File: config.mk
export PLATFORM = sky130hd
export DESIGN_NAME = pfd_coef_mem
export DESIGN_NICKNAME = d
export VERILOG_FILES = /design/src/hw/rtl/polyphase_fir_decimator_top_assert.svh /design/src/hw/rtl/pfd_pkg.sv /design/src/hw/rtl/pfd_coef_mem.sv
export SDC_FILE = /design/constraint.sdc
export NUM_CORES = 2
export LEC_CHECK = 0
export BUFFER_PORTS_ARGS = -buffer_cell sky130_fd_sc_hd__clkbuf_2
export CAP_MARGIN = 20
export CORE_MARGIN = 4
export CORE_UTILIZATION = 47
export CTS_CLUSTER_DIAMETER = 50
export DETAILED_ROUTE_END_ITERATION = 10
export PLACE_DENSITY = 0.62
export REMOVE_ABC_BUFFERS = 1
export SYNTH_ARGS = -nofsm -noshare
export SYNTH_HDL_FRONTEND = slang
export SYNTH_SLANG_ARGS = --single-unit
export TNS_END_PERCENT = 5
File: constraint.sdc
create_clock -name clk -period 2.8 [get_ports clk]
set_input_delay 0.28 -clock clk [delete_from_list [all_inputs] [get_ports clk]]
set_output_delay 0.28 -clock clk [all_outputs]
set_load 0.03 [all_outputs]
File: src/hw/rtl/polyphase_fir_decimator_top_assert.svh
// ----------------------------------------------------------------------------
// Assertion macros for the polyphase decimator
// Implication checks on the clock; they compile away when ASSERT_OFF is set.
// ----------------------------------------------------------------------------
`ifndef POLYPHASE_FIR_DECIMATOR_TOP_ASSERT_SVH
`define POLYPHASE_FIR_DECIMATOR_TOP_ASSERT_SVH

`ifndef ASSERT_OFF
// Same-cycle implication.
`define PFD_ASSERT_IMPL(label, clk_s, rstn_s, ante, cons, msg) \
  label: assert property (@(posedge clk_s) disable iff (!rstn_s) (ante) |-> (cons)) \
    else $error(msg);
// Next-cycle implication.
`define PFD_ASSERT_NEXT(label, clk_s, rstn_s, ante, cons, msg) \
  label: assert property (@(posedge clk_s) disable iff (!rstn_s) (ante) |=> (cons)) \
    else $error(msg);
`else
`define PFD_ASSERT_IMPL(label, clk_s, rstn_s, ante, cons, msg)
`define PFD_ASSERT_NEXT(label, clk_s, rstn_s, ante, cons, msg)
`endif

`endif

File: src/hw/rtl/pfd_pkg.sv
// ----------------------------------------------------------------------------
// pfd_pkg
// Shared types, codes and default sizes of the polyphase decimator.
// ----------------------------------------------------------------------------
`default_nettype none

package pfd_pkg;

  localparam int MAX_TAPS_DEF       = 256;
  localparam int MAX_DECIMATION_DEF = 16;
  localparam int SAMPLE_BITS_DEF    = 16;
  localparam int COEF_BITS_DEF      = 16;

  // Configuration register widths and reset values.
  localparam int DEC_W       = 5;
  localparam int TAPS_W      = 9;
  localparam int CFG_DATA_W  = 9;
  localparam int CFG_INDEX_W = 1;
  localparam int COEF_IDX_W  = 8;

  localparam logic [DEC_W-1:0]  DEC_RESET  = DEC_W'(1);
  localparam logic [TAPS_W-1:0] TAPS_RESET = TAPS_W'(256);

  // Register indexes.
  localparam logic [CFG_INDEX_W-1:0] REG_DECIMATION = 1'b0;
  localparam logic [CFG_INDEX_W-1:0] REG_TAP_COUNT  = 1'b1;

  // Input commands.
  localparam logic CMD_SAMPLE = 1'b0;
  localparam logic CMD_COEF   = 1'b1;

  typedef enum logic [1:0] {
    ST_IDLE,
    ST_CALC,
    ST_DRAIN
  } state_t;

  typedef struct packed {
    logic shift;   // take the left neighbor (new sample enters)
    logic rotate;  // take the right neighbor (ring rotation)
  } cell_ctrl_t;

  typedef struct packed {
    logic clear;    // zero the accumulator
    logic issue;    // a tap is presented this cycle
    logic use_tap;  // the presented tap is inside the tap count
  } mac_ctrl_t;

endpackage

`default_nettype wire

File: src/hw/rtl/pfd_coef_mem.sv
// ----------------------------------------------------------------------------
// pfd_coef_mem
// Coefficient table: one write port, one registered read port.
// ----------------------------------------------------------------------------
`default_nettype none

module pfd_coef_mem #(
  parameter int DEPTH     = pfd_pkg::MAX_TAPS_DEF,
  parameter int ADDR_BITS = 8,
  parameter int COEF_BITS = pfd_pkg::COEF_BITS_DEF
) (
  input  wire                          clk,
  input  wire                          wr_en,
  input  wire logic [ADDR_BITS-1:0]    wr_addr,
  input  wire logic signed [COEF_BITS-1:0] wr_data,
  input  wire logic [ADDR_BITS-1:0]    rd_addr,
  output logic signed [COEF_BITS-1:0]  rd_data
);

  logic signed [COEF_BITS-1:0] mem [DEPTH];
  logic signed [COEF_BITS-1:0] rd_data_r;

  always_ff @(posedge clk) begin
    if (wr_en) begin
      mem[wr_addr] <= wr_data;
    end
  end

  always_ff @(posedge clk) begin
    rd_data_r <= mem[rd_addr];
  end

  assign rd_data = rd_data_r;

endmodule

`default_nettype wire

==> metrics.yaml <==
outcome: "complete, but fails checks"
violations: "negative setup slack"
root_buffer: "clkbuf_16"
cp_max_fo: 48
ys_ff_latch: 4112
grt_overflow: 0
max_freq_ghz: 0.353
clock_latency_ns: 1.00
wl_per_cell_um: 32.4
clkPwrFrac: 0.432
clock_skew_ns: 0.0687
clock_path_buffers: 4
seqPwrFrac: 0.513
port_buffers: 49
hp-start: "wr_addr[1]"
final_cell_area_um2: 187000
rows: 213
critPathArrivalTime_ns: 3.69
clk_pin_slew_ns: 0.06
synth_cell_types: 52
setup_viol: 1
first_iter_violations: 10800
crit_required_ns: 3.66
dieArea_um2: 347000
fp.dieH_um: 589
startpoint_type: "primary input"
clock_sinks: 4112
nets: 8495
ios: 50
end_kind: "flop"
ir_worst_vdd_mv: 0.555
hold_viol_final: 0
postLayoutSetupSlackWorst_ns: -0.0295
postPlaceCellArea_um2: 173000
synth-edff-count: 4096
grt_antenna_before_repair: 33
fin_crit_sh: 1.01
period_minus_slack_ns: 2.83
grt_pass1_vias: 81900
vias: 82200
start_util: 0.472
ys_seq_area_frac: 0.777
drv_cap: 0
antenna_left: 0
netlist_instances: 7360
drtPass1Iterations: 8
power.density_nw_per_um2: 709
post-cts-setup-buffer-count: 0
relSlewSlack: 0.179
sw_frac_of_total: 0.217
gp_congestion: 0.906
rsz0062_at_grt: "no"
grt_pass1_wl_um: 616000
grt.total_usage: 0.247
final_cells: 13400
netlist_area_um2: 159000
drive_gt1_frac: 0.305
hold_path_class: "primary input to flop"
p_comb_frac: 0.056
power_leakage_uw: 0.0609
switching_power_uw: 28800
internal_power_uw: 104000
cts_buffers: 438
route.detailed.drc: 0
core_area_um2: 336000
synth_ff_type: "edfxtp_1"
place_inst: 12500
worst_slew_pin_slew_ns: 1.22
fp.dieW_um: 589
via_per_inst: 6.15
grt_max_degree: 108
cp-startpoint: "rd_addr[0]"
htreeDepth: 5
synthArstFlopShare: 0
ys_warn_count: 0
r2r_start: "mem[139][6]"
avgSynthCellArea_um2: 21.6
cts_tree: "done"
hpwl_um: 273000
syn_to_final_growth_pct: 17.9
drv_slew: 0
critical_path_class: "primary input to flop"
wl_um: 433000
power by group through the flow:
stage	clock, uW	sequential, uW	combinational, uW
after CTS	58100	68000	7380
final	57300	68000	7380
after floorplan	0	69300	2500
after global placement	0	69300	7230
after global routing	60900	68000	7690
after detailed placement	0	69300	7340
layout make-up:
cell class	count	area [um^2]
clock buffer	521	11400
clock inverter	281	2860
timing repair buffer	1113	10800
inverter	4	27.5
multi-input combinational	2792	32900
tap	4515	5650
fill	25200	149000
antenna	17	42.5
sequential	4112	123000
through the flow:
stage	power, uW	utilization	setup TNS [ns]	worst slack (ns)	hold slack (ns)
2_1_floorplan	71800	-	-61.62	-3.98	0.379
3_3_place_gp	76500	0.513	-8.53	-1.16	0.670
3_5_place_dp	76600	0.513	-8.25	-0.853	0.677
4_1_cts	133000	0.556	0	0.0512	0.0870
5_1_grt	137000	0.556	0	0.0113	0.136
6_report	133000	0.556	-0.0295	-0.0295	0.190
critical path: stages:
cell and delay (ns):
buf_12 0.20, buf_12 0.25, buf_12 0.16, buf_12 0.24, buf_12 0.35, mux2i_1 0.14, o22ai_1 0.24, nor2_1 0.09
a22oi_1 0.78, nand4_1 0.50, nor4_1 0.30
path summary, 6_finish.rpt:
path / cells past startpoint / slack (ns) / to
max: 11 / -0.03 / rd_data[1]
min: 4 / 0.19 / mem[163][6]
max reg2reg: 9 / 0.11 / rd_data[6]
min reg2reg: 6 / 1.00 / rd_data[11]
placed cells by master, fill, tap and decap left out, drive strengths merged, types with 17 or more instances in the layout:
cell and instances:
a211oi 18, a21oi 175, a221oi 28, a22o 32, a22oi 43, buf 1065, bufinv 42, clkbuf 551
clkinv 183, clkinvlp 21, diode 17, dlygate4sd3 18, edfxtp 4096, inv 39, mux2 88, mux2i 565
mux4 797, nand2 38, nand3 35, nand4 26, nor2 304, nor3 92, nor4 18, o21ai 38
o221ai 253, o22ai 148, o32ai 21
routing by layer:
layer | wire (um) | global-route usage
met1 | 174000 | 0.356
met2 | 205000 | 0.389
met3 | 39800 | 0.0456
met4 | 14100 | 0.0729
met5 | 55 | 0
cells in the mapped netlist, types with 32 or more instances:
cell type / number / area [um^2]
a22o_1: 32 / 280
o22ai_1: 148 / 926
mux4_2: 797 / 17900
buf_6: 77 / 867
nor3_1: 92 / 460
mux2i_1: 565 / 5660
a21oi_1: 175 / 876
nor2_1: 304 / 1140
edfxtp_1: 4096 / 123000
mux2_2: 88 / 991
o21ai_0: 37 / 185
nand2_1: 38 / 143
nand3_1: 35 / 175
a22oi_1: 43 / 323
o221ai_1: 252 / 2210
clkbuf_1: 230 / 863
buf_2: 76 / 380
logic make-up after synthesis:
family	Yosys count	synth area share
and+or+nand+nor	556	0.0157
AOI/OAI and AO/OA	786	0.0354
DFF	4112	0.777
muxes	1450	0.155
buffers and inverters	456	0.0169
repair_timing:
item / 4_1_cts / 5_1_grt
hold buffers: 18 / 0
hold endpoints to repair: 1544 / 0
gates resized for setup: 0 / 2
endpoints found under the setup margin: 0 / 2
state kept, by name, indices dropped and copies added, names as in the netlist:
register,count
mem,4096
rd_data,16
Note: power is estimated with default switching activity, not from simulation.
