--- config.mk ---
export PLATFORM = sky130hd
export DESIGN_NAME = pfd_mac
export DESIGN_NICKNAME = d
export VERILOG_FILES = /design/src/hw/rtl/polyphase_fir_decimator_top_assert.svh /design/src/hw/rtl/pfd_pkg.sv /design/src/hw/rtl/pfd_mac.sv
export SDC_FILE = /design/constraint.sdc
export NUM_CORES = 1
export LEC_CHECK = 0
export BUFFER_PORTS_ARGS = -buffer_cell sky130_fd_sc_hd__buf_4
export CORE_ASPECT_RATIO = 1.4
export CORE_MARGIN = 4
export CORE_UTILIZATION = 45
export DETAILED_ROUTE_END_ITERATION = 16
export PLACE_DENSITY_LB_ADDON = 0.15
export SLEW_MARGIN = 25
export SYNTH_ARGS = -nofsm -noshare
export SYNTH_HDL_FRONTEND = slang
export SYNTH_SLANG_ARGS = --single-unit
--- constraint.sdc ---
create_clock -name clk -period 6.91 [get_ports clk]
set_input_delay 0.691 -clock clk [delete_from_list [all_inputs] [get_ports clk]]
set_output_delay 0.691 -clock clk [all_outputs]
set_load 0.05 [all_outputs]
--- src/hw/rtl/polyphase_fir_decimator_top_assert.svh ---
// ----------------------------------------------------------------------------
// Assertion macros for the polyphase decimator
// Implication checks on the clock; they compile away when ASSERT_OFF is set.
// ----------------------------------------------------------------------------
`ifndef POLYPHASE_FIR_DECIMATOR_TOP_ASSERT_SVH
`define POLYPHASE_FIR_DECIMATOR_TOP_ASSERT_SVH

`ifndef ASSERT_OFF
// Same-cycle implication.
`define PFD_ASSERT_IMPL(label, clk_s, rstn_s, ante, cons, msg) \
  label: assert property (@(posedge clk_s) disable iff (!rstn_s) (ante) |-> (cons)) \
    else $error(msg);
// Next-cycle implication.
`define PFD_ASSERT_NEXT(label, clk_s, rstn_s, ante, cons, msg) \
  label: assert property (@(posedge clk_s) disable iff (!rstn_s) (ante) |=> (cons)) \
    else $error(msg);
`else
`define PFD_ASSERT_IMPL(label, clk_s, rstn_s, ante, cons, msg)
`define PFD_ASSERT_NEXT(label, clk_s, rstn_s, ante, cons, msg)
`endif

`endif

--- src/hw/rtl/pfd_pkg.sv ---
// ----------------------------------------------------------------------------
// pfd_pkg
// Shared types, codes and default sizes of the polyphase decimator.
// ----------------------------------------------------------------------------
`default_nettype none

package pfd_pkg;

  localparam int MAX_TAPS_DEF       = 256;
  localparam int MAX_DECIMATION_DEF = 16;
  localparam int SAMPLE_BITS_DEF    = 16;
  localparam int COEF_BITS_DEF      = 16;

  // Configuration register widths and reset values.
  localparam int DEC_W       = 5;
  localparam int TAPS_W      = 9;
  localparam int CFG_DATA_W  = 9;
  localparam int CFG_INDEX_W = 1;
  localparam int COEF_IDX_W  = 8;

  localparam logic [DEC_W-1:0]  DEC_RESET  = DEC_W'(1);
  localparam logic [TAPS_W-1:0] TAPS_RESET = TAPS_W'(256);

  // Register indexes.
  localparam logic [CFG_INDEX_W-1:0] REG_DECIMATION = 1'b0;
  localparam logic [CFG_INDEX_W-1:0] REG_TAP_COUNT  = 1'b1;

  // Input commands.
  localparam logic CMD_SAMPLE = 1'b0;
  localparam logic CMD_COEF   = 1'b1;

  typedef enum logic [1:0] {
    ST_IDLE,
    ST_CALC,
    ST_DRAIN
  } state_t;

  typedef struct packed {
    logic shift;   // take the left neighbor (new sample enters)
    logic rotate;  // take the right neighbor (ring rotation)
  } cell_ctrl_t;

  typedef struct packed {
    logic clear;    // zero the accumulator
    logic issue;    // a tap is presented this cycle
    logic use_tap;  // the presented tap is inside the tap count
  } mac_ctrl_t;

endpackage

`default_nettype wire

--- src/hw/rtl/pfd_mac.sv ---
// ----------------------------------------------------------------------------
// pfd_mac
// Shared multiply-accumulate with round-half-up and output saturation.
// ----------------------------------------------------------------------------
`default_nettype none

module pfd_mac #(
  parameter int SAMPLE_BITS = pfd_pkg::SAMPLE_BITS_DEF,
  parameter int COEF_BITS   = pfd_pkg::COEF_BITS_DEF,
  parameter int ACC_BITS    = 41
) (
  input  wire                               clk,
  input  wire                               rst_n,
  input  wire pfd_pkg::mac_ctrl_t           ctrl,
  input  wire logic signed [SAMPLE_BITS-1:0] tap_sample,
  input  wire logic signed [COEF_BITS-1:0]   tap_coef,
  output logic                              busy,
  output logic signed [SAMPLE_BITS-1:0]     result,
  output logic                              saturated
);

  localparam int PROD_BITS = SAMPLE_BITS + COEF_BITS;
  localparam logic signed [ACC_BITS-1:0] RND    = ACC_BITS'(1 << (COEF_BITS - 2));
  localparam logic signed [ACC_BITS-1:0] LIM_HI = ACC_BITS'((1 << (SAMPLE_BITS - 1)) - 1);
  localparam logic signed [ACC_BITS-1:0] LIM_LO = ~LIM_HI;

  logic                          v1_r, use1_r, v2_r;
  logic signed [SAMPLE_BITS-1:0] smp_r;
  logic signed [PROD_BITS-1:0]   prod_w;
  logic signed [ACC_BITS-1:0]    prod_r;
  logic signed [ACC_BITS-1:0]    acc_r, acc_nxt;
  logic signed [ACC_BITS-1:0]    rnd_sum, rnd_shift;

  // Sample is registered here so it lines up with the registered memory read.
  always_ff @(posedge clk) begin
    if (!rst_n) begin
      v1_r <= 1'b0;
      v2_r <= 1'b0;
    end else begin
      v1_r <= ctrl.issue;
      v2_r <= v1_r;
    end
  end

  assign prod_w = smp_r * tap_coef;

  always_ff @(posedge clk) begin
    smp_r  <= tap_sample;
    use1_r <= ctrl.use_tap;
    prod_r <= use1_r ? ACC_BITS'(prod_w) : '0;
  end

  always_comb begin
    acc_nxt = acc_r;
    if (ctrl.clear) begin
      acc_nxt = '0;
    end else if (v2_r) begin
      acc_nxt = acc_r + prod_r;
    end
  end

  always_ff @(posedge clk) begin
    acc_r <= acc_nxt;
  end

  assign rnd_sum   = acc_r + RND;
  assign rnd_shift = rnd_sum >>> (COEF_BITS - 1);

  always_comb begin
    if (rnd_shift > LIM_HI) begin
      result    = LIM_HI[SAMPLE_BITS-1:0];
      saturated = 1'b1;
    end else if (rnd_shift < LIM_LO) begin
      result    = LIM_LO[SAMPLE_BITS-1:0];
      saturated = 1'b1;
    end else begin
      result    = rnd_shift[SAMPLE_BITS-1:0];
      saturated = 1'b0;
    end
  end

  assign busy = v1_r | v2_r;

endmodule

`default_nettype wire

==> results_dict.tcl, run 1 <==
set metrics [dict create \
    status "completed" \
    slew_viol_final 0 \
    pin_count 55 \
    critPathLaunch "smp_r[15]" \
    fin_skew_ps 20.1 \
    wl_per_cell_um 15.8 \
    r2r_start "smp_r[15]" \
    drc 0 \
    ctsHtreeMaxLevel 3 \
    critPathRequiredTime_ps 7130 \
    synth_largest_area_cell "fa_1" \
    r2r-end "prod_r[31]" \
    io_buffers 54 \
    ys_ff_latch 92 \
    grt_usage_pct 20.1 \
    vias_per_cell 5.03 \
    grt_max_degree 56 \
    yosysSeqAreaShare_pct 12.0 \
    drtIter0Drc 488 \
    multi_input_area_sq_um 12000 \
    postRouteAntennaNets 0 \
    yosysWarnings 0 \
    grt_pass1_wl_um 59700 \
    ys.flop_type "dfxtp_1" \
    fin_crit_sh_pct 94.3 \
    cts_sinks 92 \
    final.min_clock_period_ps 6520 \
    end_kind "register" \
    reg2reg_depth 18 \
    cts_setup_buffers 0 \
    clockRootBuffer "clkbuf_16" \
    initial_core_util_pct 45.8 \
    antenna_found_initial 0 \
    row_count 79 \
    syn_area_per_cell_sq_um 8.79 \
    fin_setup_tns_ps 0 \
    rsz0062_at_grt "no" \
    fill_cells 3240 \
    crit_fanout 16 \
    hpwl_um 29800 \
    nNetsFinal 2205 \
    cts.clk_slew.worst_paths_ps 80 \
    cts_tree "built" \
    synth_edf_count 0 \
    ctsHoldBuffers 0 \
    cp-endpoint "prod_r[31]" \
    cap_violations 0 \
    vias 11225 \
    async_reset_ff_share_pct 0 \
    hp-class "in -> reg" \
    antenna_cells 0 \
    cp-start-kind "register" \
    slew-limit-headroom_pct 50.2 \
    synth_cell_types 74 \
    ff2ff_setup_slack_ps 390 \
    worstSetupPathType "reg -> reg" \
    grt_overflow 0 \
    synthCells 1745 \
    postCtsResizedCells 0 \
    syn_area_sq_um 15300 \
    clk_latency_ps 360 \
    worstMarginPinSlew_ps 746 \
    die_h_um 227 \
    register_area_sq_um 1840 \
    dieWidth_um 164 \
    wl_um 35200 \
    synth_area_leaders "fa_1 (34%), dfxtp_1 (12%), ha_1 (10%)" \
    gp_congestion 0.908 \
    clk_path_buf_depth 2 \
    synth_nets 2168 \
    grt_pass1_vias 11817 \
    hold_violations 0 \
    dr.pass1.iters 5 \
    cts_buffers 9 \
    drive_gt1_share_pct 7.27 \
    crit_arrival_ps 6740 \
    area_growth_pct 8.41 \
    yosysTopAreaCellShare_pct 34.3 \
    core_area_sq_um 33500 \
    final-setup-viol-count 0 \
    fmax_ghz 0.153 \
    dieArea_sq_um 37200 \
]
==> worst max-delay path, cell delays in order, from the launching register on <==
cell and delay, ps:
dfxtp_1 730, nand2_1 290, fa_1 570, fa_1 660, inv_1 140, fa_1 570
fa_1 440, fa_1 550, inv_1 50, fa_1 520, inv_1 40, ha_1 370
nand4_1 180, or3_1 350, o221ai_1 170, o211ai_1 190, o31ai_1 330, xnor2_1 160
nor2_1 50
==> layout by cell type (no fill, tap or decap), types with 29 or more instances in the layout <==
cell,instances
mux2i_1,29
a21o_1,31
a21oi_1,56
buf_4,81
and2_1,126
xnor2_1,52
nor2_1,111
o21ai_0,33
nand2_1,175
dfxtp_1,91
inv_1,349
fa_1,263
xor2_1,30
ha_1,123
==> sequential cells by signal, indices dropped and copies added, names as in the netlist <==
name,count
prod_r,32
smp_r,16
use1_r,1
v2_r,1
acc_r,41
v1_r,1
==> layer usage <==
layer  GRT usage, %  vias to the layer above  part of all wire [%]
met4           5.50                        0                   2.1
met5              0                        -                     0
li1               -                     5515                     -
met2           35.1                      184                    50
met3           1.82                       39                   3.1
met1           26.7                     5487                    45
==> Yosys cell counts, types with 3 or more instances <==
library cell / count
a31oi_1: 14
and3_1: 8
o41ai_1: 4
o211ai_1: 6
o21a_1: 9
o21ai_0: 33
a31o_2: 4
a21o_1: 31
nor2b_1: 10
nor3_1: 11
o21ai_1: 11
a21oi_2: 4
a211oi_1: 9
xor2_1: 30
buf_1: 5
nor3b_1: 4
o22ai_1: 3
or2_2: 3
mux2i_1: 29
nand2b_1: 22
dfxtp_1: 92
and2_1: 126
o21ai_2: 5
nand3_1: 18
nand4_1: 11
or3_1: 3
nand2_1: 175
clkbuf_1: 48
ha_1: 123
nor2_1: 111
fa_1: 263
inv_1: 349
o21bai_1: 11
a21oi_1: 56
o31a_1: 3
xnor2_1: 52
==> through the flow <==
| stage | cell area [sq um] | worst slack (ps) | utilization, % | std cells | hold slack [ps] |
|---|---|---|---|---|---|
| after floorplan | 15300 | 491 | - | 1745 | 421 |
| after global placement | 16300 | 233 | 48.7 | 2216 | 443 |
| after detailed placement | 16300 | 202 | 48.7 | 2216 | 446 |
| after CTS | 16600 | 349 | 49.7 | 2232 | 407 |
| after global routing | 16600 | 38.6 | 49.7 | 2232 | 418 |
| final | 16600 | 394 | 49.7 | 2232 | 424 |
==> logic make-up (layout without fill, tap and decap cells) <==
family	after synthesis	after routing	synth area share, %
adder cells (fa/ha/maj)	386	386	44.3
buffers and inverters	405	447	9.97
AO/OA/AOI/OAI	235	235	10.5
multiplexers	30	30	1.96
flip-flops	92	92	12.0
AND/OR/NAND/NOR	515	515	16.6
XOR/XNOR	82	82	4.68
==> layout make-up <==
class | count | area share [%]
sequential | 92 | 11.1
timing repair buffer | 82 | 3.78
inverter | 349 | 7.87
clock buffer | 10 | 1.38
clock inverter | 6 | 0.572
multi-input combinational | 1248 | 72.0
tap | 445 | 3.35
==> worst min-delay path by stage <==
stage	to	start	cells after the start	slack (ps)
5_1_grt	smp_r[1]	tap_sample[1]	1	420
3_3_place_gp	v2_r	v1_r	1	440
4_1_cts	smp_r[6]	tap_sample[6]	1	410
2_1_floorplan	v2_r	v1_r	1	420
3_5_place_dp	v2_r	v1_r	1	450
6_report	smp_r[6]	tap_sample[6]	1	420
Power of run 1 is left out: the tool's default activity adds up to more than one toggle a clock period on the data nets, which glitch-free logic cannot reach.
==> run 2, diff against run 1 <==
- CORE_MARGIN: 4 -> 2
- CORE_UTILIZATION: 45 -> 47
==> run 2 against run 1 <==
  * Sequential cell count is the same
  * Wire length shrank 3.3%
  * Highest routed layer unchanged
  * Critical endpoint unchanged
  * Clock-buffer cell count shrank 1
  * Die area shrank 8.2%
==> results_dict.tcl, run 2 (synthesis results as in run 1) <==
set metrics [dict create \
    end_kind "register" \
    grt_overflow 0 \
    finish.utilization_pct 51.4 \
    die_h_um 218 \
    final.min_clock_period_ps 6450 \
    grt_pass1_wl_um 58600 \
    fill_cells 3102 \
    hold_violations 0 \
    nNetsFinal 2204 \
    drt-met1-wl_um 15300 \
    final_common_cell "inv_1" \
    vias_per_cell 5.07 \
    cts_sinks 92 \
    final_cell_mix "inv_1 (349), fa_1 (263), nand2_1 (175)" \
    ff2ff_setup_slack_ps 460 \
    pin_count 55 \
    fmax_ghz 0.155 \
    clk_path_buf_depth 2 \
    row_count 78 \
    rsz0062_at_grt "no" \
    slew_viol_final 0 \
    cts_setup_buffers 0 \
    antenna_found_initial 0 \
    crit_arrival_ps 6680 \
    hp-class "in -> reg" \
    gp_congestion 0.913 \
    dieArea_sq_um 34100 \
    grt_pass1_vias 11903 \
    cap_violations 0 \
    reg2reg_depth 18 \
    area_growth_pct 8.18 \
    cts.clk_slew.worst_paths_ps 80 \
    r2r_start "smp_r[15]" \
    slew-limit-headroom_pct 50.0 \
    fin_skew_ps 22.4 \
    grt_max_degree 56 \
    drive_gt1_share_pct 7.28 \
    initial_core_util_pct 47.5 \
    cp-start-kind "register" \
    ctsHoldBuffers 0 \
    clockRootBuffer "clkbuf_16" \
    highest_layer "met4" \
    wl_um 34100 \
    clk_latency_ps 380 \
    met3_wirelength_um 970 \
    ctsHtreeMaxLevel 3 \
    status "completed" \
    cts_buffers 9 \
    postRouteAntennaNets 0 \
    vias 11282 \
    postCtsResizedCells 0 \
    fin_crit_sh_pct 93.3 \
    largest_register_ffs 41 \
    cts_tree "built" \
    reg_top3 "acc_r x41, prod_r x32, smp_r x16" \
    critPathLaunch "smp_r[15]" \
    hpwl_um 29000 \
    cp-endpoint "prod_r[31]" \
    fin_setup_tns_ps 0 \
    drtIter0Drc 438 \
    worstSetupPathType "reg -> reg" \
    drc 0 \
    wl_per_cell_um 15.3 \
    regMostFlops "acc_r" \
    crit_fanout 16 \
    dieWidth_um 157 \
    core_area_sq_um 32300 \
    r2r-end "prod_r[31]" \
    critPathRequiredTime_ps 7150 \
    grt_usage_pct 21.4 \
    final-setup-viol-count 0 \
    dr.pass1.iters 7 \
    wl_met2_um 17100 \
    io_buffers 54 \
    antenna_cells 0 \
    worstMarginPinSlew_ps 750 \
]
run 2: per-layer routing:
layer,GRT usage [%],vias up
met5,0,-
met4,5.57,0
met3,2.56,40
met2,38.2,170
met1,27.4,5556
li1,-,5516
run 2: worst max-delay path, cell delays in order (launching register included):
cell and delay, ps:
dfxtp_1 730, nand2_1 270, fa_1 560, fa_1 650, inv_1 150, fa_1 570
fa_1 440, fa_1 540, inv_1 50, fa_1 520, inv_1 40, ha_1 370
nand4_1 190, or3_1 340, o221ai_1 170, o211ai_1 200, o31ai_1 320, xnor2_1 150
nor2_1 50
run 2: per-stage QoR:
step	worst slack, ps	std cells	cell area, sq um	hold slack [ps]
final	464	2226	16600	410
after global routing	69.5	2226	16600	396
after CTS	431	2226	16600	393
after detailed placement	213	2210	16300	444
after global placement	238	2210	16300	442
after floorplan	491	1745	15300	421
run 2: cell type report:
cell class | count | area (sq um) | area share (%)
well taps | 440 | 551 | 3.32
flip-flops and latches | 92 | 1840 | 11.1
inverters | 349 | 1310 | 7.89
clock buffers | 9 | 225 | 1.36
clock inverters | 7 | 90.1 | 0.543
repair buffers | 81 | 608 | 3.66
multi-input cells | 1248 | 12000 | 72.1
run 2: worst min-delay path by stage:
stage	startpoint	to	slack (ps)	cells after the start
CTS	tap_sample[7]	smp_r[7]	390	1
global placement	v1_r	v2_r	440	1
floorplan	v1_r	v2_r	420	1
detailed placement	v1_r	v2_r	440	1
finish	tap_sample[7]	smp_r[7]	410	1
global route	tap_sample[7]	smp_r[7]	400	1
Power of run 2 is left out for the same reason.
