File: config.mk
export PLATFORM = sky130hd
export DESIGN_NAME = pfd_cell
export DESIGN_NICKNAME = d
export VERILOG_FILES = /design/src/hw/rtl/polyphase_fir_decimator_top_assert.svh /design/src/hw/rtl/pfd_pkg.sv /design/src/hw/rtl/pfd_cell.sv
export SDC_FILE = /design/constraint.sdc
export NUM_CORES = 1
export LEC_CHECK = 0
export ABC_AREA = 1
export BUFFER_PORTS_ARGS = -buffer_cell sky130_fd_sc_hd__buf_2
export CORE_MARGIN = 4
export CORE_UTILIZATION = 43
export CTS_BUF_LIST = sky130_fd_sc_hd__clkbuf_4 sky130_fd_sc_hd__clkbuf_8
export DETAILED_ROUTE_END_ITERATION = 10
export MAX_ROUTING_LAYER = met4
export PLACE_DENSITY = 0.81
export SETUP_SLACK_MARGIN = 0.05
export SLEW_MARGIN = 20
export SYNTH_ARGS = -nofsm -noshare
export SYNTH_HDL_FRONTEND = slang
export SYNTH_SLANG_ARGS = --single-unit
File: constraint.sdc
create_clock -name clk -period 1 [get_ports clk]
set_clock_uncertainty 0.1 [all_clocks]
set_input_delay 0.05 -clock clk [delete_from_list [all_inputs] [get_ports clk]]
set_output_delay 0.05 -clock clk [all_outputs]
set_load 0.01 [all_outputs]
File: src/hw/rtl/polyphase_fir_decimator_top_assert.svh
// ----------------------------------------------------------------------------
// Assertion macros for the polyphase decimator
// Implication checks on the clock; they compile away when ASSERT_OFF is set.
// ----------------------------------------------------------------------------
`ifndef POLYPHASE_FIR_DECIMATOR_TOP_ASSERT_SVH
`define POLYPHASE_FIR_DECIMATOR_TOP_ASSERT_SVH

`ifndef ASSERT_OFF
// Same-cycle implication.
`define PFD_ASSERT_IMPL(label, clk_s, rstn_s, ante, cons, msg) \
  label: assert property (@(posedge clk_s) disable iff (!rstn_s) (ante) |-> (cons)) \
    else $error(msg);
// Next-cycle implication.
`define PFD_ASSERT_NEXT(label, clk_s, rstn_s, ante, cons, msg) \
  label: assert property (@(posedge clk_s) disable iff (!rstn_s) (ante) |=> (cons)) \
    else $error(msg);
`else
`define PFD_ASSERT_IMPL(label, clk_s, rstn_s, ante, cons, msg)
`define PFD_ASSERT_NEXT(label, clk_s, rstn_s, ante, cons, msg)
`endif

`endif

File: src/hw/rtl/pfd_pkg.sv
// ----------------------------------------------------------------------------
// pfd_pkg
// Shared types, codes and default sizes of the polyphase decimator.
// ----------------------------------------------------------------------------
`default_nettype none

package pfd_pkg;

  localparam int MAX_TAPS_DEF       = 256;
  localparam int MAX_DECIMATION_DEF = 16;
  localparam int SAMPLE_BITS_DEF    = 16;
  localparam int COEF_BITS_DEF      = 16;

  // Configuration register widths and reset values.
  localparam int DEC_W       = 5;
  localparam int TAPS_W      = 9;
  localparam int CFG_DATA_W  = 9;
  localparam int CFG_INDEX_W = 1;
  localparam int COEF_IDX_W  = 8;

  localparam logic [DEC_W-1:0]  DEC_RESET  = DEC_W'(1);
  localparam logic [TAPS_W-1:0] TAPS_RESET = TAPS_W'(256);

  // Register indexes.
  localparam logic [CFG_INDEX_W-1:0] REG_DECIMATION = 1'b0;
  localparam logic [CFG_INDEX_W-1:0] REG_TAP_COUNT  = 1'b1;

  // Input commands.
  localparam logic CMD_SAMPLE = 1'b0;
  localparam logic CMD_COEF   = 1'b1;

  typedef enum logic [1:0] {
    ST_IDLE,
    ST_CALC,
    ST_DRAIN
  } state_t;

  typedef struct packed {
    logic shift;   // take the left neighbor (new sample enters)
    logic rotate;  // take the right neighbor (ring rotation)
  } cell_ctrl_t;

  typedef struct packed {
    logic clear;    // zero the accumulator
    logic issue;    // a tap is presented this cycle
    logic use_tap;  // the presented tap is inside the tap count
  } mac_ctrl_t;

endpackage

`default_nettype wire

File: src/hw/rtl/pfd_cell.sv
// ----------------------------------------------------------------------------
// pfd_cell
// One delay-line cell: shifts from the left or rotates from the right.
// ----------------------------------------------------------------------------
`default_nettype none

module pfd_cell #(
  parameter int SAMPLE_BITS = pfd_pkg::SAMPLE_BITS_DEF
) (
  input  wire                           clk,
  input  wire                           rst_n,
  input  wire pfd_pkg::cell_ctrl_t      ctrl,
  input  wire logic signed [SAMPLE_BITS-1:0] left_in,
  input  wire logic signed [SAMPLE_BITS-1:0] right_in,
  output logic signed [SAMPLE_BITS-1:0] q
);

  logic signed [SAMPLE_BITS-1:0] q_r;
  logic signed [SAMPLE_BITS-1:0] q_nxt;

  always_comb begin
    q_nxt = q_r;
    if (ctrl.shift) begin
      q_nxt = left_in;
    end else if (ctrl.rotate) begin
      q_nxt = right_in;
    end
  end

  always_ff @(posedge clk) begin
    if (!rst_n) begin
      q_r <= '0;
    end else begin
      q_r <= q_nxt;
    end
  end

  assign q = q_r;

endmodule

`default_nettype wire

==> results by stage, run 1 <==
Floorplan:
- The die covers approximately 0.0026 mm2.
- The total I/O pin count is between 50 and 60.
- The initial core utilization is a little under half.
- The core area is roughly 0.0017 mm2.
- The chip height is between 50 and 60 um.
- The floorplan row count is 15.
- The die width is about 50 um.

Critical path:
- The worst-case register-to-register setup slack is between 0.2 and 0.3 ns.
- The startpoint class of the critical path is a flip-flop.
- The type of destination of the critical path is an output pin.
- The worst-path maximum fanout is 2.
- Data on the critical path arrives at its endpoint at roughly 0.75 ns.
- The delay of the slowest cell on the worst path is around 0.34 ns.
- The count of cell instances traversed by the critical path is 1.
- The endpoint identified for the worst register-to-register timing path is q[3].
- The startpoint of the worst register-to-register path is q[3].
- Counting both buffers and inverters, the worst setup path holds a total of 1.
- The cell with the largest stage delay on the worst path is sky130_fd_sc_hd__dfxtp_1.
- The worst setup path is of the flip-flop to output pin kind.
- The critical path goes through buf_2.
- The depth of the most critical reg-to-reg path is 4.
- Data on the critical path is required at its endpoint by 0.85 ns.
- In this design, the largest share of critical-path delay is due to flip-flops.

Clock tree:
- TritonCTS created 3 clock buffers.
- The clock sink total is 16.
- CTS placed an instance of sky130_fd_sc_hd__clkbuf_4 at the clock tree root.
- The H-tree depth is 1.
- After clock tree synthesis, the clock-pin slew on the worst setup and hold paths is ~0.09 ns.
- The buffer count from post-CTS setup fixing is 0.
- TritonCTS built the clock tree.
- The clock passes through at most 2 buffers.
- The clock network latency to the later pin of the worst-skew pair is approximately 0.28 ns.

Routing:
- The first detailed-routing pass ran for 4 iterations.
- The post-detailed-route DRC marker count is 0.
- The final wirelength is between 2000 and 2500 um.
- The routed length per placed instance is ~11 um.
- Using the TritonRoute via totals, the vias-per-cell ratio works out to roughly 4.6.
- The number of violations reported at the end of detailed-routing iteration 0 is 9.
- The total via count in the routed design is between 900 and 1000.
- The remaining number of nets flagged by the antenna check after routing is 0.

Logic synthesis:
- Of the total synthesized cell area, the portion taken by XOR and XNOR cells is 0%.
- The sequential fraction of the synthesis area is 39.69%.
- The proportion of synthesized area in mux cells is 0%.
- The synthesized netlist devotes 0% of its cell area to adder and majority cells.
- In this run, synthesis produced a sequential element count of 16.
- The count of yosys warnings during synthesis is 0.
- The main combinational cell family by area after synthesis is simple AND/OR/NAND/NOR gates.
- Summing the areas of all and, or, nand and nor instances in the mapped netlist gives between 40 and 50% of the synthesized area.
- The post-synthesis instance total is between 100 and 150.
- The synthesized netlist net count is 158.
- The cell area after synthesis is between 800 and 900 um2.
- The synthesized area divided by synthesized cell count is between 6 and 7 um2.
- The number of unique standard cell types used by synthesis is 10.
- The post-synthesis compound-gate area fraction is 0%.

Finish:
- The register cell area after layout is between 300 and 400 um2.
- The post-layout net count is 227.
- The area of the multi-input gates is roughly 360 um2.
- The flip-flop count of the largest register after layout is 16.
- In the layout the commonest cells are sky130_fd_sc_hd__buf_2, sky130_fd_sc_hd__nand2_1, sky130_fd_sc_hd__nand3_1, sky130_fd_sc_hd__dlygate4sd3_1, sky130_fd_sc_hd__inv_1.
- The fraction of the core area covered by cells at the end of the flow is between 70% and 80%.
- The leading cell type in the layout, fill and taps excluded is sky130_fd_sc_hd__buf_2.
- The number of fillers in the final layout is around 160.
- 0 antenna diodes ended up in the layout.
- Compared with the post-synthesis result, the final layout area differs by 57.21%.
- The post-route netlist has around 34% of its cells at a drive strength greater than 1.

Min path:
- The endpoint of the worst hold-timing path is q[0].
- In this run the most critical hold path is launched from right_in[0].
- The worst hold path was traced through 5 stages.
- In this run the worst hold path is classified as primary input to flip-flop.

Timing:
- Measured against its own limit, the worst slew margin works out to about three quarters.
- The number of failing hold endpoints at the final stage is 0.
- The worst-margin pin slew is 0.3592 ns.
- For this run, the top clock speed supported by timing is roughly 1.1 GHz.
- Dividing the final minimum period by the clock period gives between 90 and 100%.
- Setup repair after global routing left no endpoint under its margin.
- The final count of pins violating max slew is 0.
- In the final timing run, aggregate negative setup slack is 0 ns.
- Setup violations remaining at the end of the flow were counted as 0.
- The post-route minimum period is about 0.90 ns.

Power:
- The cell leakage power is between 0.0007 and 0.0008 uW.
- The power per cell area is roughly 1100 mW/mm2.
- The worst supply voltage drop on vdd is about 0.00075 V.

Global routing:
- Across every metal layer, demand over resource in global routing totals 19.49%.
- The initial antenna violation count came to 0.
- The first global-routing pass estimated a little under 4000 um of wire.
- The total global routing overflow is 0.
- The via count of the first global-routing pass was between 900 and 1000.
- The pin count of the biggest net entering global routing is 18.

Place:
- The count of buffers inserted at the top-level ports is 51.
- The final weighted congestion of routability-driven global placement is 0.6812.
- The HPWL after detailed placement is 1542 um.

Run:
- Max-cap violations in this run came to 0.

Outcome:
- The flow ran to the end, and the final reports show no timing, DRC or antenna violations.
-- metrics by stage --
| stage | cells | area, um2 | hold WS [ns] | power [uW] | worst slack (ns) |
|---|---|---|---|---|---|
| 6_report | 214 | 1269 | 0.001853 | 1379 | 0.09790 |
| 5_1_grt | 214 | 1269 | 0.01157 | 1465 | 0.05430 |
| 4_1_cts | 214 | 1261 | 0.001038 | 1383 | 0.07393 |
| 3_5_place_dp | 191 | 1039 | 0.2506 | 1000 | 0.05132 |
| 3_3_place_gp | 191 | 1039 | 0.2365 | 992.6 | 0.08982 |
| 2_1_floorplan | 122 | 807.0 | 0.1497 | 885.7 | 0.2019 |
-- final cells by class --
cell class	count	area share, %
tap	25	2.465
clock buffer	3	1.775
timing repair buffer	72	36.49
sequential	16	25.84
inverter	17	5.030
multi-input combinational	81	28.40
-- power by group --
group          internal (uW)  switching (uW)  total [uW]
Combinational            180             169         349
Sequential               682            20.2         703
Clock                    139             188         327
Total                   1000             378        1380
-- metal layers --
layer	GRT usage [%]	routed length, um	vias up
met5	-	0	-
met2	36.05	1169	41
met3	3.790	182	4
met4	3.930	15	0
met1	21.67	1024	427
li1	-	-	511
-- cell usage after synthesis, drive strengths merged --
cell type	count	area [um2]
nand2	48	180.2
nand3	32	160.2
inv	17	63.81
dfxtp	16	320.3
buf	7	58.80
clkbuf	1	3.750
nor2	1	20.02
-- logic make-up (layout without fill, tap and decap cells) --
| group | count (synthesis) | in the layout |
|---|---|---|
| simple gates | 81 | 81 |
| buf+inv | 25 | 92 |
| flops | 16 | 16 |
-- how the worst max path moves through the flow --
stage	start	endpoint	slack, ns
global route	q[12]	q[12]	0.05
finish	q[12]	q[12]	0.1
CTS	q[0]	q[0]	0.07
global placement	ctrl[0]	q[6]	0.09
detailed placement	ctrl[0]	q[3]	0.05
floorplan	ctrl[0]	q[6]	0.20
-- what timing repair did --
action	CTS	global route
endpoints found under the setup margin	0	6
resized for setup	0	6
hold endpoints to repair	16	0
hold buffers	20	0
(Power assumes the default switching activity.)
==> run 2, diff against run 1 <==
- CELL_PAD_IN_SITES_DETAIL_PLACEMENT: unset -> 1
- CELL_PAD_IN_SITES_GLOBAL_PLACEMENT: unset -> 1
- CORE_UTILIZATION: 43 -> 28
- HOLD_SLACK_MARGIN: unset -> 0.15
- PLACE_DENSITY: 0.81 -> unset
- PLACE_DENSITY_LB_ADDON: unset -> 0.1
==> results by stage, run 2 (synthesis results as in run 1) <==
Outcome:
- Outcome: completed (unchanged).

Routing:
- The routed length per placed instance was 13.71 um (was 11.17 um).
- The first-pass detailed-route iteration total is 4 (unchanged).
- The number of violations reported at the end of detailed-routing iteration 0 is 56 (was 9).
- The final wirelength was 3221 um (was 2391 um).
- The post-detailed-route DRC marker count is 0 (unchanged).
- The total via count in the routed design was 1064 (was 983).
- The remaining number of nets flagged by the antenna check after routing was 0 (unchanged).
- The vias per cell is 4.528 (was 4.593).

Clock tree:
- The clock tree from TritonCTS is built (unchanged).
- The buffer cell driving the clock tree root is sky130_fd_sc_hd__clkbuf_4 (unchanged).
- The maximum buffer depth of the clock tree is 2 (unchanged).
- The CTS buffer count is 3 (unchanged).
- The post-CTS clock slew at the launch and capture registers of the worst setup and hold paths is 0.10 ns (was 0.09 ns).
- The count of hold-fix buffers inserted at cts is 33 (was 20).
- The H-tree depth is 1 (unchanged).
- The clock sink total is 16 (unchanged).
- The clock network latency to the later pin of the worst-skew pair was 0.30 ns (was 0.28 ns).

Run:
- The max-capacitance violation count is 0 (unchanged).

Global routing:
- The initial antenna violation count is 0 (unchanged).
- The total global routing overflow is 0 (unchanged).
- The pin count of the biggest net entering global routing came to 17 (was 18).
- The via count of the first global-routing pass was 1092 (was 921).
- The first-pass GRT wire length is 4857 um (was 3870 um).
- The total routing resource utilization after global routing is 18.15% (was 19.49%).

Place:
- The HPWL after detailed placement is 2018 um (was 1542 um).
- The count of buffers inserted at the top-level ports is 51 (unchanged).
- The post-placement worst setup slack was 0.04435 ns (was 0.05132 ns).
- The final weighted congestion of routability-driven global placement is 0.7010 (was 0.6812).

Timing:
- The ratio of final minimum period to clock period came to 92.21% (was 90.21%).
- The final count of pins violating max slew came to 0 (unchanged).
- The number of setup violations in the final report is 0 (unchanged).
- The normalized max-slew margin is 82.55% (was 76.05%).
- The worst-margin pin slew came to 0.2614 ns (was 0.3592 ns).
- The post-route minimum period was 0.9221 ns (was 0.9021 ns).
- The worst-case setup margin in the final layout was 0.07792 ns (was 0.09790 ns).
- Unrepaired setup endpoints after global routing: yes (was no).
- The summed negative setup slack over all endpoints was 0 ns (unchanged).
- The number of failing hold endpoints at the final stage was 0 (unchanged).
- The upper clock frequency limit is 1.085 GHz (was 1.109 GHz).

Critical path:
- The worst-case register-to-register setup slack is 0.21 ns (was 0.25 ns).
- The type of destination of the critical path is an output pin (unchanged).
- The worst path arrival time is 0.77 ns (was 0.75 ns).
- The worst-path maximum fanout is 2 (unchanged).
- The required time at the endpoint of the critical path was 0.85 ns (about the same).
- The cell with the largest stage delay on the worst path was sky130_fd_sc_hd__dfxtp_1 (unchanged).
- The delay of the slowest cell on the worst path is 0.34 ns (about the same).
- The kind of critical path was flip-flop to output pin (unchanged).
- The startpoint class of the critical path was a flip-flop (unchanged).
- The endpoint of the worst register-to-register path was q[15] (was q[3]).
- Chain of cells forming the critical path: buf_2 (unchanged).
- The startpoint of the worst register-to-register path is q[15] (was q[3]).
- The critical path's top delay family was flip-flops (unchanged).
- The depth of the most critical reg-to-reg path is 4 (unchanged).
- The number of buffer and inverter instances along the worst setup path is 1 (unchanged).

Floorplan:
- The die width is 61.69 um (was 51.32 um).
- The area enclosed by the die boundary is 0.003805 mm2 (was 0.002634 mm2).
- The core area is 0.002758 mm2 (was 0.001745 mm2).
- The chip height is 61.69 um (was 51.32 um).
- The total I/O pin count came to 52 (unchanged).
- The floorplan row count came to 19 (was 15).
- The initial core utilization is 29.26% (was 46.24%).

Finish:
- Highest-count cells in the layout ignoring fill and taps: sky130_fd_sc_hd__buf_2, sky130_fd_sc_hd__nand2_1, sky130_fd_sc_hd__dlygate4sd3_1, sky130_fd_sc_hd__nand3_1, sky130_fd_sc_hd__inv_1 (was sky130_fd_sc_hd__buf_2, sky130_fd_sc_hd__nand2_1, sky130_fd_sc_hd__nand3_1, sky130_fd_sc_hd__dlygate4sd3_1, sky130_fd_sc_hd__inv_1).
- The fraction of layout instances using a drive strength above 1 is 34.80% (was 33.86%).
- The area of the multi-input gates came to 360.3 um2 (unchanged).
- The leading cell type in the layout, fill and taps excluded was sky130_fd_sc_hd__buf_2 (unchanged).
- The final antenna diode count was 0 (unchanged).
- The flip-flop count of the largest register after layout came to 16 (unchanged).
- The post-layout net count is 242 (was 227).
- The register cell area after layout is 334.1 um2 (was 327.8 um2).
- The number of fillers in the final layout is 367 (was 156).
- The signed area change from the synthesized netlist to the final layout is 77.98% (was 57.21%).

Min path:
- The launch instance of the worst min-delay path is ctrl[1] (was right_in[0]).
- The path category of the worst min-delay check is primary input to flip-flop (unchanged).
- The endpoint of the worst hold-timing path was q[4] (was q[0]).
- The worst hold path cell count was 5 (unchanged).

Power:
- The cell leakage power is 0.0008297 uW (was 0.0007623 uW).
- The power per cell area is 1031 mW/mm2 (was 1087 mW/mm2).
- The worst supply voltage drop on vdd came to 0.0007023 V (was 0.0007537 V).
## run 2: cell count changes in the layout (fill, tap and decap cells not counted)
cell and change:
sky130_fd_sc_hd__dfxtp_1 -5, sky130_fd_sc_hd__buf_2 -2, sky130_fd_sc_hd__dfxtp_2 +5, sky130_fd_sc_hd__buf_4 +2, sky130_fd_sc_hd__buf_6 +1, sky130_fd_sc_hd__clkbuf_4 +1
sky130_fd_sc_hd__dlygate4sd3_1 +13
## run 2: where the power goes
part           internal [uW]  switching, uW  total (uW)
Sequential               685           20.4         705
Combinational            222            188         411
Clock                    141            225         365
Total                   1050            433        1480
## run 2: cell type report
type                       instances  share of cell area, %
multi-input combinational         81                  25.09
tap                               31                  2.700
timing repair buffer              87                  42.94
inverter                          17                  4.443
sequential                        16                  23.26
clock buffer                       3                  1.568
## run 2: worst max path at each step
stage | startpoint | endpoint | cells past startpoint
global placement | ctrl[1] | q[13] | 6
CTS | q[7] | q[7] | 1
detailed placement | ctrl[1] | q[8] | 6
floorplan | ctrl[0] | q[6] | 6
finish | q[13] | q[13] | 1
global route | q[14] | q[14] | 1
## run 2: what timing repair did
| action | in CTS | in global routing |
|---|---|---|
| endpoints found under the setup margin | 0 | 13 |
| resized for setup | 0 | 13 |
| setup buffers | 0 | 0 |
| hold endpoints to repair | 16 | 4 |
## run 2: layer usage
| metal | part of all wire [%] | track usage, % | wire (um) |
|---|---|---|---|
| met1 | 39 | 19.15 | 1261 |
| met3 | 5.0 | 2.725 | 162 |
| met2 | 53 | 33.18 | 1696 |
| met5 | 0 | - | 0 |
| met4 | 3.1 | 7.576 | 101 |
## run 2: through the flow
step           util (%)  area, um2  hold WS, ns  instances  power [uW]
6_report          52.09       1436      0.08582        235        1481
5_1_grt           52.09       1436       0.1094        235        1568
4_1_cts           51.27       1414      0.08723        235        1483
3_5_place_dp      38.48       1061       0.2561        199        1020
3_3_place_gp      38.48       1061       0.2407        199        1010
2_1_floorplan         -      807.0       0.1497        122       885.7
==> run 3, diff against run 2 <==
- CORE_ASPECT_RATIO: unset -> 0.5
- SLEW_MARGIN: 20 -> unset
==> results by stage, run 3 (synthesis results as in run 1) <==
Outcome:
- Outcome: completed (unchanged).

Power:
- The cell leakage power came to 0.0008371 uW (was 0.0008297 uW).
- The overall power of the completed layout was 1683 uW (was 1481 uW).
- The worst supply voltage drop on vdd came to 0.0006538 V (was 0.0007023 V).
- The power per cell area was 1168 mW/mm2 (was 1031 mW/mm2).

Clock tree:
- The clock network latency to the later pin of the worst-skew pair is 0.25 ns (was 0.30 ns).
- The clock tree from TritonCTS is built (unchanged).
- The count of hold-fix buffers inserted at cts is 32 (was 33).
- The H-tree depth is 1 (unchanged).
- The buffer cell driving the clock tree root is sky130_fd_sc_hd__clkbuf_8 (was sky130_fd_sc_hd__clkbuf_4).
- The post-CTS clock slew at the launch and capture registers of the worst setup and hold paths is 0.07 ns (was 0.10 ns).
- The clock sink total is 16 (unchanged).
- The maximum buffer depth of the clock tree was 2 (unchanged).
- The CTS buffer count is 3 (unchanged).

Critical path:
- The worst path arrival time is 0.97 ns (was 0.77 ns).
- The startpoint of the worst register-to-register path is q[4] (was q[15]).
- The dominant cell type by count on the critical path is sky130_fd_sc_hd__nand2_1.
- The type of destination of the critical path is a flip-flop (was output pin).
- The cell with the largest stage delay on the worst path is sky130_fd_sc_hd__dlygate4sd3_1 (was sky130_fd_sc_hd__dfxtp_1).
- Chain of cells forming the critical path: dlygate4sd3_1, buf_2, nand2_1, nand3_1, nand2_1, inv_1 (was buf_2).
- The kind of critical path is primary input to flip-flop (was flip-flop to output pin).
- The start point of the critical path is left_in[4] (was q[13]).
- The startpoint class of the critical path is a primary input (was flip-flop).
- The worst-case register-to-register setup slack is 0.22 ns (was 0.21 ns).
- The worst-path maximum fanout is 1 (was 2).
- The endpoint of the worst register-to-register path is q[4] (was q[15]).
- The depth of the most critical reg-to-reg path is 4 (unchanged).
- The required time at the endpoint of the critical path was 1.05 ns (was 0.85 ns).
- The delay of the slowest cell on the worst path is 0.54 ns (was 0.34 ns).

Finish:
- The post-layout net count is 239 (was 242).
- The fraction of layout instances using a drive strength above 1 is 29.70% (was 34.80%).
- The fraction of the core area covered by cells at the end of the flow is 54.03% (was 52.09%).
- Highest-count cells in the layout ignoring fill and taps: sky130_fd_sc_hd__buf_2, sky130_fd_sc_hd__nand2_1, sky130_fd_sc_hd__nand3_1, sky130_fd_sc_hd__dlygate4sd3_1, sky130_fd_sc_hd__dfxtp_1 (was sky130_fd_sc_hd__buf_2, sky130_fd_sc_hd__nand2_1, sky130_fd_sc_hd__dlygate4sd3_1, sky130_fd_sc_hd__nand3_1, sky130_fd_sc_hd__inv_1).
- The post-route non-filler standard cell count was 239 (was 235).
- The signed area change from the synthesized netlist to the final layout is 78.60% (was 77.98%).
- The flip-flop count of the largest register after layout came to 16 (unchanged).
- The final antenna diode count was 0 (unchanged).
- The leading cell type in the layout, fill and taps excluded is sky130_fd_sc_hd__buf_2 (unchanged).

Routing:
- The vias per cell is 4.339 (was 4.528).
- The routed length per placed instance is 12.46 um (was 13.71 um).
- The post-detailed-route DRC marker count came to 0 (unchanged).
- The number of violations reported at the end of detailed-routing iteration 0 is 32 (was 56).
- The total via count in the routed design was 1037 (was 1064).
- The remaining number of nets flagged by the antenna check after routing was 0 (unchanged).
- The first-pass detailed-route iteration total is 4 (unchanged).
- The final wirelength is 2979 um (was 3221 um).

Min path:
- The launch instance of the worst min-delay path is rst_n (was ctrl[1]).
- The worst hold path cell count is 3 (was 5).
- The path category of the worst min-delay check is primary input to flip-flop (unchanged).
- The endpoint of the worst hold-timing path is q[0] (was q[4]).

Floorplan:
- The initial core utilization is 30.25% (was 29.26%).
- The chip height is 45.96 um (was 61.69 um).
- The floorplan row count came to 13 (was 19).
- The die width is 83.93 um (was 61.69 um).
- The core area was 0.002668 mm2 (was 0.002758 mm2).
- The area enclosed by the die boundary is 0.003857 mm2 (was 0.003805 mm2).
- The total I/O pin count came to 52 (unchanged).

Timing:
- The post-route minimum period was 0.9167 ns (was 0.9221 ns).
- The final count of pins violating max slew is 0 (unchanged).
- Unrepaired setup endpoints after global routing: yes (unchanged).
- The worst-case setup margin in the final layout is 0.08334 ns (was 0.07792 ns).
- The upper clock frequency limit is 1.091 GHz (was 1.085 GHz).
- The worst-margin pin slew is 0.3139 ns (was 0.2614 ns).
- The number of failing hold endpoints at the final stage is 0 (unchanged).
- The ratio of final minimum period to clock period is 91.67% (was 92.21%).
- The number of setup violations in the final report is 0 (unchanged).
- The normalized max-slew margin is 79.07% (was 82.55%).

Global routing:
- The via count of the first global-routing pass is 1129 (was 1092).
- The global routing usage on met3 is 5.054% (was 2.725%).
- The global-route met1 utilization is 20.53% (was 19.15%).
- The initial antenna violation count was 0 (unchanged).
- The global-route track usage on met2 is 34.28% (was 33.18%).
- The total routing resource utilization after global routing is 18.33% (was 18.15%).
- The first-pass GRT wire length was 5354 um (was 4857 um).
- The total global routing overflow is 0 (unchanged).
- The global-route layer with the greatest usage is met2 (unchanged).
- The pin count of the biggest net entering global routing is 17 (unchanged).

Run:
- The max-capacitance violation count is 0 (unchanged).

Place:
- The post-placement worst setup slack is -0.01702 ns (was 0.04435 ns).
- The final weighted congestion of routability-driven global placement is 0.7277 (was 0.7010).
- The number of cells in the design after placement is 205 (was 199).
- The count of buffers inserted at the top-level ports is 51 (unchanged).
- The HPWL after detailed placement was 1968 um (was 2018 um).
==> run 3: cell types whose count changed in the layout (fill, tap and decap cells not counted), moves of 2 or more <==
cell | previous run | this run
sky130_fd_sc_hd__clkbuf_4 | 4 | 0
sky130_fd_sc_hd__clkbuf_8 | 0 | 4
sky130_fd_sc_hd__dfxtp_1 | 5 | 16
sky130_fd_sc_hd__dfxtp_2 | 11 | 0
sky130_fd_sc_hd__dlygate4sd3_1 | 33 | 31
==> run 3: per-stage QoR <==
stage               area [um2]  hold slack [ns]  setup TNS (ns)
global route              1441          0.09647               0
detailed placement        1069           0.2501        -0.06214
floorplan                807.0           0.1497               0
global placement          1069           0.2429               0
CTS                       1444          0.07831               0
finish                    1441          0.07637               0
==> run 3: routing by layer <==
| metal | part of all wire, % | vias to the layer above | routed length, um |
|---|---|---|---|
| met5 | 0 | - | 0 |
| met4 | 0.27 | 0 | 8 |
| met3 | 5.5 | 2 | 165 |
| met2 | 47 | 36 | 1408 |
| met1 | 47 | 462 | 1396 |
| li1 | - | 537 | - |
==> run 3: worst max path at each step <==
stage                     endpoint  slack [ns]  cells past startpoint
after detailed placement     q[13]       -0.02                      6
after floorplan               q[6]        0.20                      6
after global routing          q[4]        0.04                      6
after CTS                     q[6]        0.11                      6
final                         q[4]        0.08                      6
after global placement        q[2]        0.03                      6
==> run 3: area by class of cell <==
type                       instances  area [um2]
sequential                        16       320.3
fill                             353        1226
multi-input combinational         81       365.4
tap                               37       46.29
timing repair buffer              84       590.6
clock buffer                       4       55.05
inverter                          17       63.81
==> run 3: where the power goes <==
| part | switching [uW] | internal (uW) | leakage, uW |
|---|---|---|---|
| Sequential | 18.7 | 680 | 0.000132 |
| Combinational | 185 | 214 | 0.000676 |
| Clock | 236 | 349 | 0.0000288 |
==> run 3: repair_timing <==
| item | CTS | global route |
|---|---|---|
| setup buffers | 0 | 0 |
| resized for setup | 0 | 2 |
| setup endpoints to repair | 0 | 5 |
| hold endpoints to repair | 16 | 16 |
==> run 3: worst max-delay path: cells and delay by family <==
family        cells  cell delay, ns
buf+inv           3            0.70
simple gates      3            0.22
